`config.mk`:
```
export PLATFORM = sky130hd
export DESIGN_NAME = glyph_column_page_blitter
export DESIGN_NICKNAME = d
export VERILOG_FILES = /design/src/rtl/gcpb_pkg.sv /design/src/rtl/gcpb_decode.sv /design/src/rtl/gcpb_queue.sv /design/src/rtl/glyph_column_page_blitter.sv
export SDC_FILE = /design/constraint.sdc
export NUM_CORES = 1
export LEC_CHECK = 0
export BUFFER_PORTS_ARGS = -buffer_cell sky130_fd_sc_hd__buf_2
export CORE_ASPECT_RATIO = 1.4
export CORE_MARGIN = 10
export CORE_UTILIZATION = 40
export DETAILED_ROUTE_END_ITERATION = 10
export GPL_TIMING_DRIVEN = 0
export PLACE_DENSITY_LB_ADDON = 0.3
export SLEW_MARGIN = 0
export SYNTH_ARGS = -nofsm -noshare
export SYNTH_HDL_FRONTEND = slang
export SYNTH_SLANG_ARGS = --single-unit
```
`constraint.sdc`:
```
create_clock -name clk -period 5.5 [get_ports clk]
set_input_delay 0.825 -clock clk [delete_from_list [all_inputs] [get_ports clk]]
set_output_delay 0.825 -clock clk [all_outputs]
set_load 0.05 [all_outputs]
```
`src/rtl/gcpb_pkg.sv`:
```
// shared constants and types for the glyph column page blitter
`timescale 1ns / 1ps
`default_nettype none
package gcpb_pkg;

  // display geometry
  localparam int HALF_WIDTH   = 64;
  localparam int PAGE_COUNT   = 8;
  localparam int SCREEN_WIDTH = 2 * HALF_WIDTH;
  localparam int NUM_SLOTS    = 4;

  // widths fixed by the item fields
  localparam int COL_W  = 8;
  localparam int ROW_W  = 8;
  localparam int BYTE_W = 8;
  localparam int PAGE_W = 3;
  localparam int LCOL_W = 6;
  localparam int SLOT_W = $clog2(NUM_SLOTS);

  // one page write waiting in the result bank
  typedef struct packed {
    logic [PAGE_W-1:0] page;
    logic [BYTE_W-1:0] pattern;
    logic              last;
  } gcpb_wr_t;

  // everything one glyph column produces
  typedef struct packed {
    logic [NUM_SLOTS-1:0]           mask;
    gcpb_wr_t [NUM_SLOTS-1:0]       wr;
    logic                           right_half;
    logic [LCOL_W-1:0]              column;
    logic [COL_W-1:0]               counter_nxt;
  } gcpb_blit_t;

endpackage
`default_nettype wire

```
`src/rtl/gcpb_decode.sv`:
```
// splits one shifted glyph column into up to four page writes
`timescale 1ns / 1ps
`default_nettype none
module gcpb_decode (
  input  wire logic                         load_position,
  input  wire logic [gcpb_pkg::COL_W-1:0]   start_column,
  input  wire logic [gcpb_pkg::ROW_W-1:0]   pixel_row,
  input  wire logic                         tall_font,
  input  wire logic [gcpb_pkg::BYTE_W-1:0]  top_byte,
  input  wire logic [gcpb_pkg::BYTE_W-1:0]  middle_byte,
  input  wire logic [gcpb_pkg::BYTE_W-1:0]  bottom_byte,
  input  wire logic                         clear_mode,
  input  wire logic [gcpb_pkg::COL_W-1:0]   counter,
  output gcpb_pkg::gcpb_blit_t              blit
);
  import gcpb_pkg::*;

  logic [COL_W-1:0]      cnt_eff;
  logic                  on_screen;
  logic                  half;
  logic [LCOL_W-1:0]     lcol;
  logic [COL_W-1:0]      cnt_next;
  logic [2:0]            shift;
  logic [4:0]            page0;
  logic [2*BYTE_W-1:0]   w0, w1, w2;
  logic [5:0]            pg   [NUM_SLOTS];
  logic [BYTE_W-1:0]     byt  [NUM_SLOTS];
  logic [NUM_SLOTS-1:0]  use_slot;
  logic [NUM_SLOTS-1:0]  hit;
  logic [COL_W:0]        cnt_inc;

  // column position
  always_comb begin
    cnt_eff   = load_position ? start_column : counter;
    on_screen = {1'b0, cnt_eff} < (COL_W+1)'(SCREEN_WIDTH);
    half      = {1'b0, cnt_eff} >= (COL_W+1)'(HALF_WIDTH);
    lcol      = half ? LCOL_W'(cnt_eff - COL_W'(HALF_WIDTH))
                     : LCOL_W'(cnt_eff);
    cnt_inc   = {1'b0, cnt_eff} + (COL_W+1)'(1);
    cnt_next  = on_screen ? cnt_inc[COL_W-1:0] : cnt_eff;
  end

  // shifted bytes, the high half of each shifted word is the carry into the next page
  always_comb begin
    shift = pixel_row[2:0];
    page0 = pixel_row[ROW_W-1:3];
    w0 = {{BYTE_W{1'b0}}, top_byte}    << shift;
    w1 = {{BYTE_W{1'b0}}, middle_byte} << shift;
    w2 = {{BYTE_W{1'b0}}, bottom_byte} << shift;
    pg[0]  = {1'b0, page0};
    byt[0] = w0[BYTE_W-1:0];
    if (tall_font) begin
      // tall font wraps past the last negative page back to page 0
      pg[1]  = {1'b0, 5'(page0 + 5'd1)};
      pg[2]  = {1'b0, 5'(page0 + 5'd2)};
      pg[3]  = {1'b0, 5'(page0 + 5'd3)};
      byt[1] = w1[BYTE_W-1:0] | w0[2*BYTE_W-1:BYTE_W];
      byt[2] = w2[BYTE_W-1:0] | w1[2*BYTE_W-1:BYTE_W];
      byt[3] = w2[2*BYTE_W-1:BYTE_W];
      use_slot = 4'b1111;
    end else begin
      pg[1]  = {1'b0, page0} + 6'd1;
      pg[2]  = '0;
      pg[3]  = '0;
      byt[1] = w0[2*BYTE_W-1:BYTE_W];
      byt[2] = '0;
      byt[3] = '0;
      use_slot = 4'b0011;
    end
  end

  // visible nonzero bytes become writes, the highest one carries last
  always_comb begin
    for (int k = 0; k < NUM_SLOTS; k++) begin
      hit[k] = on_screen && use_slot[k] && (pg[k] < 6'(PAGE_COUNT)) && (byt[k] != '0);
    end
    blit.mask        = hit;
    blit.right_half  = half;
    blit.column      = lcol;
    blit.counter_nxt = cnt_next;
    for (int k = 0; k < NUM_SLOTS; k++) begin
      blit.wr[k].page    = pg[k][PAGE_W-1:0];
      blit.wr[k].pattern = clear_mode ? '0 : byt[k];
      blit.wr[k].last    = hit[k] && ((hit >> (k + 1)) == '0);
    end
  end

endmodule
`default_nettype wire

```
`src/rtl/gcpb_queue.sv`:
```
// result bank that hands out page writes one per cycle while wr_ready is high
`timescale 1ns / 1ps
`default_nettype none
module gcpb_queue (
  input  wire logic                       clk,
  input  wire logic                       rst_n,
  input  wire logic                       load,
  input  wire gcpb_pkg::gcpb_blit_t       blit,
  output logic                            can_load,
  output logic                            wr_valid,
  input  wire logic                       wr_ready,
  output gcpb_pkg::gcpb_wr_t              wr,
  output logic                            wr_half,
  output logic [gcpb_pkg::LCOL_W-1:0]     wr_column
);
  import gcpb_pkg::*;

  logic [NUM_SLOTS-1:0]     valid_r, valid_nxt;
  gcpb_wr_t [NUM_SLOTS-1:0] slot_r;
  logic                     half_r;
  logic [LCOL_W-1:0]        col_r;
  logic [SLOT_W-1:0]        head;
  logic                     take;
  logic                     one_left;

  // lowest pending slot goes out first
  always_comb begin
    head = '0;
    for (int k = NUM_SLOTS - 1; k >= 0; k--) begin
      if (valid_r[k]) head = SLOT_W'(k);
    end
  end

  assign wr_valid  = |valid_r;
  assign wr        = slot_r[head];
  assign wr_half   = half_r;
  assign wr_column = col_r;
  assign take      = wr_valid && wr_ready;
  assign one_left  = (valid_r & (valid_r - NUM_SLOTS'(1))) == '0;
  assign can_load  = (valid_r == '0) || (one_left && take);

  // pending mask
  always_comb begin
    valid_nxt = valid_r;
    if (take) valid_nxt[head] = 1'b0;
    if (load) valid_nxt = blit.mask;
  end

  always_ff @(posedge clk) begin
    if (!rst_n) begin
      valid_r <= '0;
    end else begin
      valid_r <= valid_nxt;
    end
  end

  // payload
  always_ff @(posedge clk) begin
    if (load) begin
      slot_r <= blit.wr;
      half_r <= blit.right_half;
      col_r  <= blit.column;
    end
  end

endmodule
`default_nettype wire

```
`src/rtl/glyph_column_page_blitter.sv`:
```
// top level of the glyph column page blitter
//
// Each request on the input stream is one glyph column; it turns into zero to four
// page writes on the output stream (two at most for the small font), lowest page
// slot first, with tlast on the final write of the column. The column is decoded
// in the cycle it is taken and its writes are parked in a four-entry result bank;
// the bank drains one write per cycle while out_tready is high, and the next column
// is taken in the cycle the last write of the previous one leaves. A column with no
// visible write parks nothing in the bank. The column counter is updated at the
// input handshake and advances only while the column is on screen.
`timescale 1ns / 1ps
`default_nettype none
module glyph_column_page_blitter (
  input  wire logic        clk,
  input  wire logic        rst_n,
  input  wire logic        in_tvalid,
  output logic             in_tready,
  // start_column[7:0], pixel_row[15:8], top_byte[23:16], middle_byte[31:24],
  // bottom_byte[39:32]
  input  wire logic [39:0] in_tdata,
  // load_position[0], tall_font[1], clear_mode[2]
  input  wire logic [2:0]  in_tuser,
  output logic             out_tvalid,
  input  wire logic        out_tready,
  // page[2:0], column[8:3], pattern[16:9], zero[23:17]
  output logic [23:0]      out_tdata,
  // right_half[0]
  output logic             out_tuser,
  // last_write
  output logic             out_tlast
);
  import gcpb_pkg::*;

  logic [COL_W-1:0] counter_r;
  gcpb_blit_t       blit;
  gcpb_wr_t         wr;
  logic             wr_half;
  logic [LCOL_W-1:0] wr_column;
  logic             can_load;
  logic             in_take;

  assign in_tready = can_load;
  assign in_take   = in_tvalid && in_tready;

  // column decode
  gcpb_decode u_decode (
    .load_position (in_tuser[0]),
    .start_column  (in_tdata[7:0]),
    .pixel_row     (in_tdata[15:8]),
    .tall_font     (in_tuser[1]),
    .top_byte      (in_tdata[23:16]),
    .middle_byte   (in_tdata[31:24]),
    .bottom_byte   (in_tdata[39:32]),
    .clear_mode    (in_tuser[2]),
    .counter       (counter_r),
    .blit          (blit)
  );

  // result bank
  gcpb_queue u_queue (
    .clk       (clk),
    .rst_n     (rst_n),
    .load      (in_take),
    .blit      (blit),
    .can_load  (can_load),
    .wr_valid  (out_tvalid),
    .wr_ready  (out_tready),
    .wr        (wr),
    .wr_half   (wr_half),
    .wr_column (wr_column)
  );

  // running column counter
  always_ff @(posedge clk) begin
    if (!rst_n) begin
      counter_r <= '0;
    end else if (in_take) begin
      counter_r <= blit.counter_nxt;
    end
  end

  assign out_tdata = {7'd0, wr.pattern, wr_column, wr.page};
  assign out_tuser = wr_half;
  assign out_tlast = wr.last;

  // last write leaving with no new column empties the output
  a_drain: assert property (@(posedge clk) disable iff (!rst_n)
    (out_tvalid && out_tready && out_tlast && !in_take) |=> !out_tvalid)
    else $error("writes left after final write of a column");

  // a column is never taken while a pending write is stalled on the output
  a_no_overrun: assert property (@(posedge clk) disable iff (!rst_n)
    (out_tvalid && !out_tready) |-> !in_tready)
    else $error("input taken over a stalled result");

  // an off-screen column taken without a position load produces nothing and holds the counter
  a_off_screen: assert property (@(posedge clk) disable iff (!rst_n)
    (in_take && !in_tuser[0] && (counter_r >= 8'(SCREEN_WIDTH)))
      |=> (!out_tvalid && $stable(counter_r)))
    else $error("off-screen column wrote or moved the counter");

endmodule
`default_nettype wire

```
# == After elaboration in Yosys (flattened, before gate mapping) ==
# Index checks and enable logic that the tools add are counted.
# op_classes
addsub,7
magnitude_cmp,8
shift,3
n_mux,16
bitwise_logic,5
reduce_logical,31
# ops
cell,n
<< shifter 8 x 3 -> 16 bit,3
nonzero test 8 bit,4
binary-select mux 12 bit (select 2 bit),1
two-way mux 24 bit,1
logical NOT 4 bit,5
logical AND 1 bit,19
< comparator 6 x 4 -> 1 bit (second input constant),3
two-way mux 18 bit,1
two-way mux 8 bit,2
bitwise OR 8 bit,2
two-way mux 12 bit,1
two-way mux 4 bit,3
adder 5 x 2 -> 5 bit (second input constant),2
adder 8 x 1 -> 8 bit (second input constant),1
bitwise AND 4 bit,2
greater-or-equal comparator 8 x 7 -> 1 bit (second input constant),1
< comparator 8 bit (second input constant),1
two-way mux 2 bit,4
adder 5 x 1 -> 6 bit (second input constant),1
two-way mux 6 bit,1
subtractor 6 x 1 -> 6 bit (second input constant),1
adder 5 x 1 -> 5 bit (second input constant),1
< comparator 5 x 4 -> 1 bit (second input constant),1
inverter 4 bit,1
other kinds (8),8
# totals
reg_bits,67
output_inout_bits,28
wordCells,86

# == Logic depth before layout (Yosys ltp) ==
# logic_depth
depth_word,12
mapped_depth,9
mapped_depth_nobuf,7

# == By module ==
# A second synthesis with hierarchy kept.
# hier_totals
hier_cells,462
hier_area_um2,4596.9
# by_module_without_submodules
module,n_inst,cells_per_inst,area_each_um2
gcpb_queue,1,138,2288.4
gcpb_decode,1,278,1893.1
glyph_column_page_blitter,1,46,415.4

# == Worst setup path before layout ==
# No wires, ideal clock.
# synth_timing
path_kind,register -> output
start,register u_queue.valid_r[1]
end,output port out_tdata[0]
t_arrival_ns,2.315
path_slack_ns,2.360
stages_incl_launch_ff,7
path_buffers,2
cell_sequence,dfxtp_1 > clkbuf_1 > a21oi_1 > nor2_1 > buf_2 > mux2i_1 > o21ai_0
# synth_via
elab_chain_len,4
# synth_rtl
item,line,text
"start, declared",gcpb_queue.sv:18,"logic [NUM_SLOTS-1:0] valid_r, valid_nxt;"
"start signal, assigned",gcpb_queue.sv:53,valid_r <= valid_nxt;
two-way mux 2 bit (2 in a row),gcpb_queue.sv:30,if (valid_r[k]) head = SLOT_W'(k);
binary-select mux 12 bit (select 2 bit),gcpb_queue.sv:35,assign wr = slot_r[head];
two-way mux 12 bit (not written as such),gcpb_queue.sv:35,
"end, declared",glyph_column_page_blitter.sv:26,"output logic [23:0] out_tdata,"
# Every way passes these cells. The select of a mux whose other input is x is not followed.

# == Worst setup path in the final report ==
# layout_timing
start,register u_queue.valid_r[1]
end,output port out_tdata[13]
# Same word-level chain as after synthesis.

==> results by group <==
Placement
  – Placed wire-length estimate: 9.17 mm
  – Buffers added on ports: 63
  – Area after DPL: 0.00509 mm2
  – RePlAce Congestion: 0.902

Power and ir drop
  – Share of total power in the clock network: 32.7%
  – Combinational fraction of design power: 25.8%
  – Flop pwr share: 41.5%
  – Worst supply voltage drop on vdd: 0.127 mV
  – Sw frac: 30.9%
  – Power density normalized to cell area: 278 mW/mm2
  – Cell-internal power: 0.00103 W
  – Post-layout power: 0.00149 W
  – Net Switching: 0.000459 W
  – Cell leakage power: 2.14 nW

Timing
  – Worst slew margin relative to its limit: 47.8%
  – Tightest Pin Transition: 783 ps
  – Worst hold margin: 494 ps
  – Unrepaired setup endpoints after global routing: no
  – Final period utilization: 61.4%
  – Post-route setup TNS: 0 ps
  – Final-report setup violation count: 0
  – Maximum achievable frequency: 0.296 GHz
  – Fin Clk Skew: 6.06 ps
  – Total count of max-transition violations in the final report: 0
  – Number of failing hold endpoints at the final stage: 0
  – Final critical path time including I/O delays and setup: 3380 ps

CTS
  – Number of clock sinks: 66
  – Clock tree from TritonCTS: yes
  – Maximum level of the CTS H-tree: 3
  – CTS Hold Bufs: 0
  – Register clock-pin slew on the reported worst setup and hold paths: 50 ps
  – Clock Latency Late Sink: 330 ps
  – Max Buffers Root-to-Sink: 2
  – Post-CTS repair timing setup buffer count: 0
  – Number of gates given a new drive strength after cts: 0
  – Cell at the root of the clock tree: clkbuf_16
  – Number of buffers added by the clock tree synthesis step: 9

Synth
  – Count of warnings emitted by yosys: 0
  – Most common flop cell mapped by yosys: edfxtp_1
  – FFs w/ async S/R, synth: 0%
  – Most used standard cell by instance count after synthesis: edfxtp_1
  – Cell type with the largest total area after synthesis: edfxtp_1
  – Post-synthesis sequential area ratio: 40.7%
  – Avg Synthesized Cell Area: 10.3 um2
  – Share of the synthesized area in the top cell type: 35.5%
  – Count of flip-flops with a built-in enable after synthesis: 54
  – Post-Synthesis Cell Area: 0.00457 mm2
  – Cells after synthesis: 443
  – Number of different library cells in the post-synthesis netlist: 63
  – Most used standard cells in the synthesized netlist: 54 x edfxtp_1, 41 x mux2i_1, 36 x nor2_1, 34 x nand2_1, 25 x o21ai_0
  – FF+latch count, synth: 66
  – Synth area leaders: edfxtp_1 35%, mux2i_1 9.0%, dfxtp_1 5.3%, mux4_1 4.0%, mux2_2 3.4%

Drt
  – Residual antenna-violating net count after detailed routing: 0
  – DRC Markers: 0
  – Detail-routed net length per standard cell: 17.3 um
  – Count of TritonRoute iterations in the first routing pass: 4
  – DR vias: 3,678
  – Wirelength, routed: 11.6 mm
  – Drt first-iter violations: 218
  – Via-per-instance ratio: 5.47

Worst setup path
  – Endpoint class of the critical path: output port
  – Critical path fanouts, max: 10
  – Kind of critical path: reg2out
  – Kind of start point of the critical path: register
  – Critical path data required time: 4680 ps
  – Signal arrival time at the worst endpoint: 2550 ps

Floorplanning
  – Placeable core area: 0.0113 mm2
  – FP Rows: 46
  – I/O pin count: 75
  – Horizontal extent of the die: 110 um
  – Die Footprint: 0.0162 mm2
  – Effective utilization at floorplan: 40.5%
  – Chip Height: 147 um

Outcome
  – Status: finished clean

Global route
  – Number of global-route vias before repair: 3,761
  – Total global routing track utilization: 14.8%
  – Total overflow reported by the global router: 0
  – Number of antenna violations at the first check in global routing: 0
  – Maximum number of pins on one net before global-route repair: 64
  – Global-route wire length before repair: 19.1 mm

Cells and area
  – Total Nets Final: 575
  – Finished Cell Area: 0.00535 mm2
  – ANT cells: 0
  – Layout cell share with drive strength beyond 1: 24.2%
  – Synthesis-to-layout area growth: 16.9%

Job
  – Max-cap violation count: 0

Worst hold path
  – Path class of the lowest-slack min-delay path: reg2reg
-- layer usage --
metal  global-route usage (%)  routed length (um)
met5                        0                   0
met4                     6.44                 274
met3                     2.64                 568
met2                     25.3                6040
met1                     17.2                4750
-- worst max-delay path, cell delays in order, from the launching register on --
cell and delay, ps:
dfxtp_1 290, clkbuf_1 200, nor3_1 360, and2_1 200, clkbuf_1 440, a22oi_1 210
o21ai_0 180, buf_2 330
-- path summary, 6_finish.rpt --
kind	startpoint	endpoint	slack, ps	cells past startpoint
worst max register to register	u_queue.valid_r[3]	counter_r[6]	2960	6
worst max-delay path	u_queue.valid_r[1]	out_tdata[13]	2120	7
worst min-delay path	counter_r[7]	counter_r[7]	490	1
worst min register to register	counter_r[7]	counter_r[7]	490	1
-- registers in the layout (all words and copies together), names as in the netlist --
signal and cells:
counter_r 8, u_queue.valid_r 4, u_queue.slot_r 47, u_queue.wr_column 6, u_queue.wr_half 1
-- cell usage in the layout, fill, tap and decap left out, drive strengths merged, types with 6 or more instances in the layout --
cell type	count
a21oi	21
a22oi	15
and2	6
buf	85
clkbuf	30
conb	7
dfxtp	12
edfxtp	54
inv	14
mux2	15
mux2i	41
mux4	11
nand2	34
nor2	36
nor2b	16
nor3	9
o211ai	8
o21ai	27
-- stage by stage --
| stage | util [%] | std cells | worst slack, ps |
|---|---|---|---|
| 2_1_floorplan | - | 449 | 2360 |
| 3_3_place_gp | 45.1 | 656 | 2400 |
| 3_5_place_dp | 45.1 | 656 | 2310 |
| 4_1_cts | 47.4 | 672 | 2110 |
| 5_1_grt | 47.4 | 672 | 1920 |
| 6_report | 47.4 | 672 | 2120 |
-- cell type report --
class                           instances  area, um2
Tap cell                              144        180
Multi-Input combinational cell        328       2440
Fill cell                            1107       5940
Inverter                               14       52.6
Timing Repair Buffer                   63        315
Clock inverter                          5       21.3
Buffer                                 41        238
Sequential cell                        66       1860
Clock buffer                           11        233
-- power groups by stage --
| stage | registers, W | clock network, W | logic, W |
|---|---|---|---|
| 3_5_place_dp | 0.000627 | 0 | 0.000384 |
| 2_1_floorplan | 0.000646 | 0 | 0.000261 |
| 3_3_place_gp | 0.000625 | 0 | 0.000379 |
| 5_1_grt | 0.000622 | 0.000524 | 0.000417 |
| 6_report | 0.000617 | 0.000486 | 0.000384 |
| 4_1_cts | 0.000618 | 0.000498 | 0.000386 |
-- logic make-up after synthesis --
kind of cell | count (synthesis) | synth area share (%)
flip-flops | 66 | 40.7
XOR/XNOR | 7 | 1.34
adder cells (fa/ha/maj) | 6 | 1.59
other | 1 | 0.0820
multiplexers | 67 | 18.7
AO/OA/AOI/OAI | 106 | 16.1
buffers and inverters | 55 | 6.35
AND/OR/NAND/NOR | 135 | 15.2
Note: power is estimated with default switching activity, not from simulation.
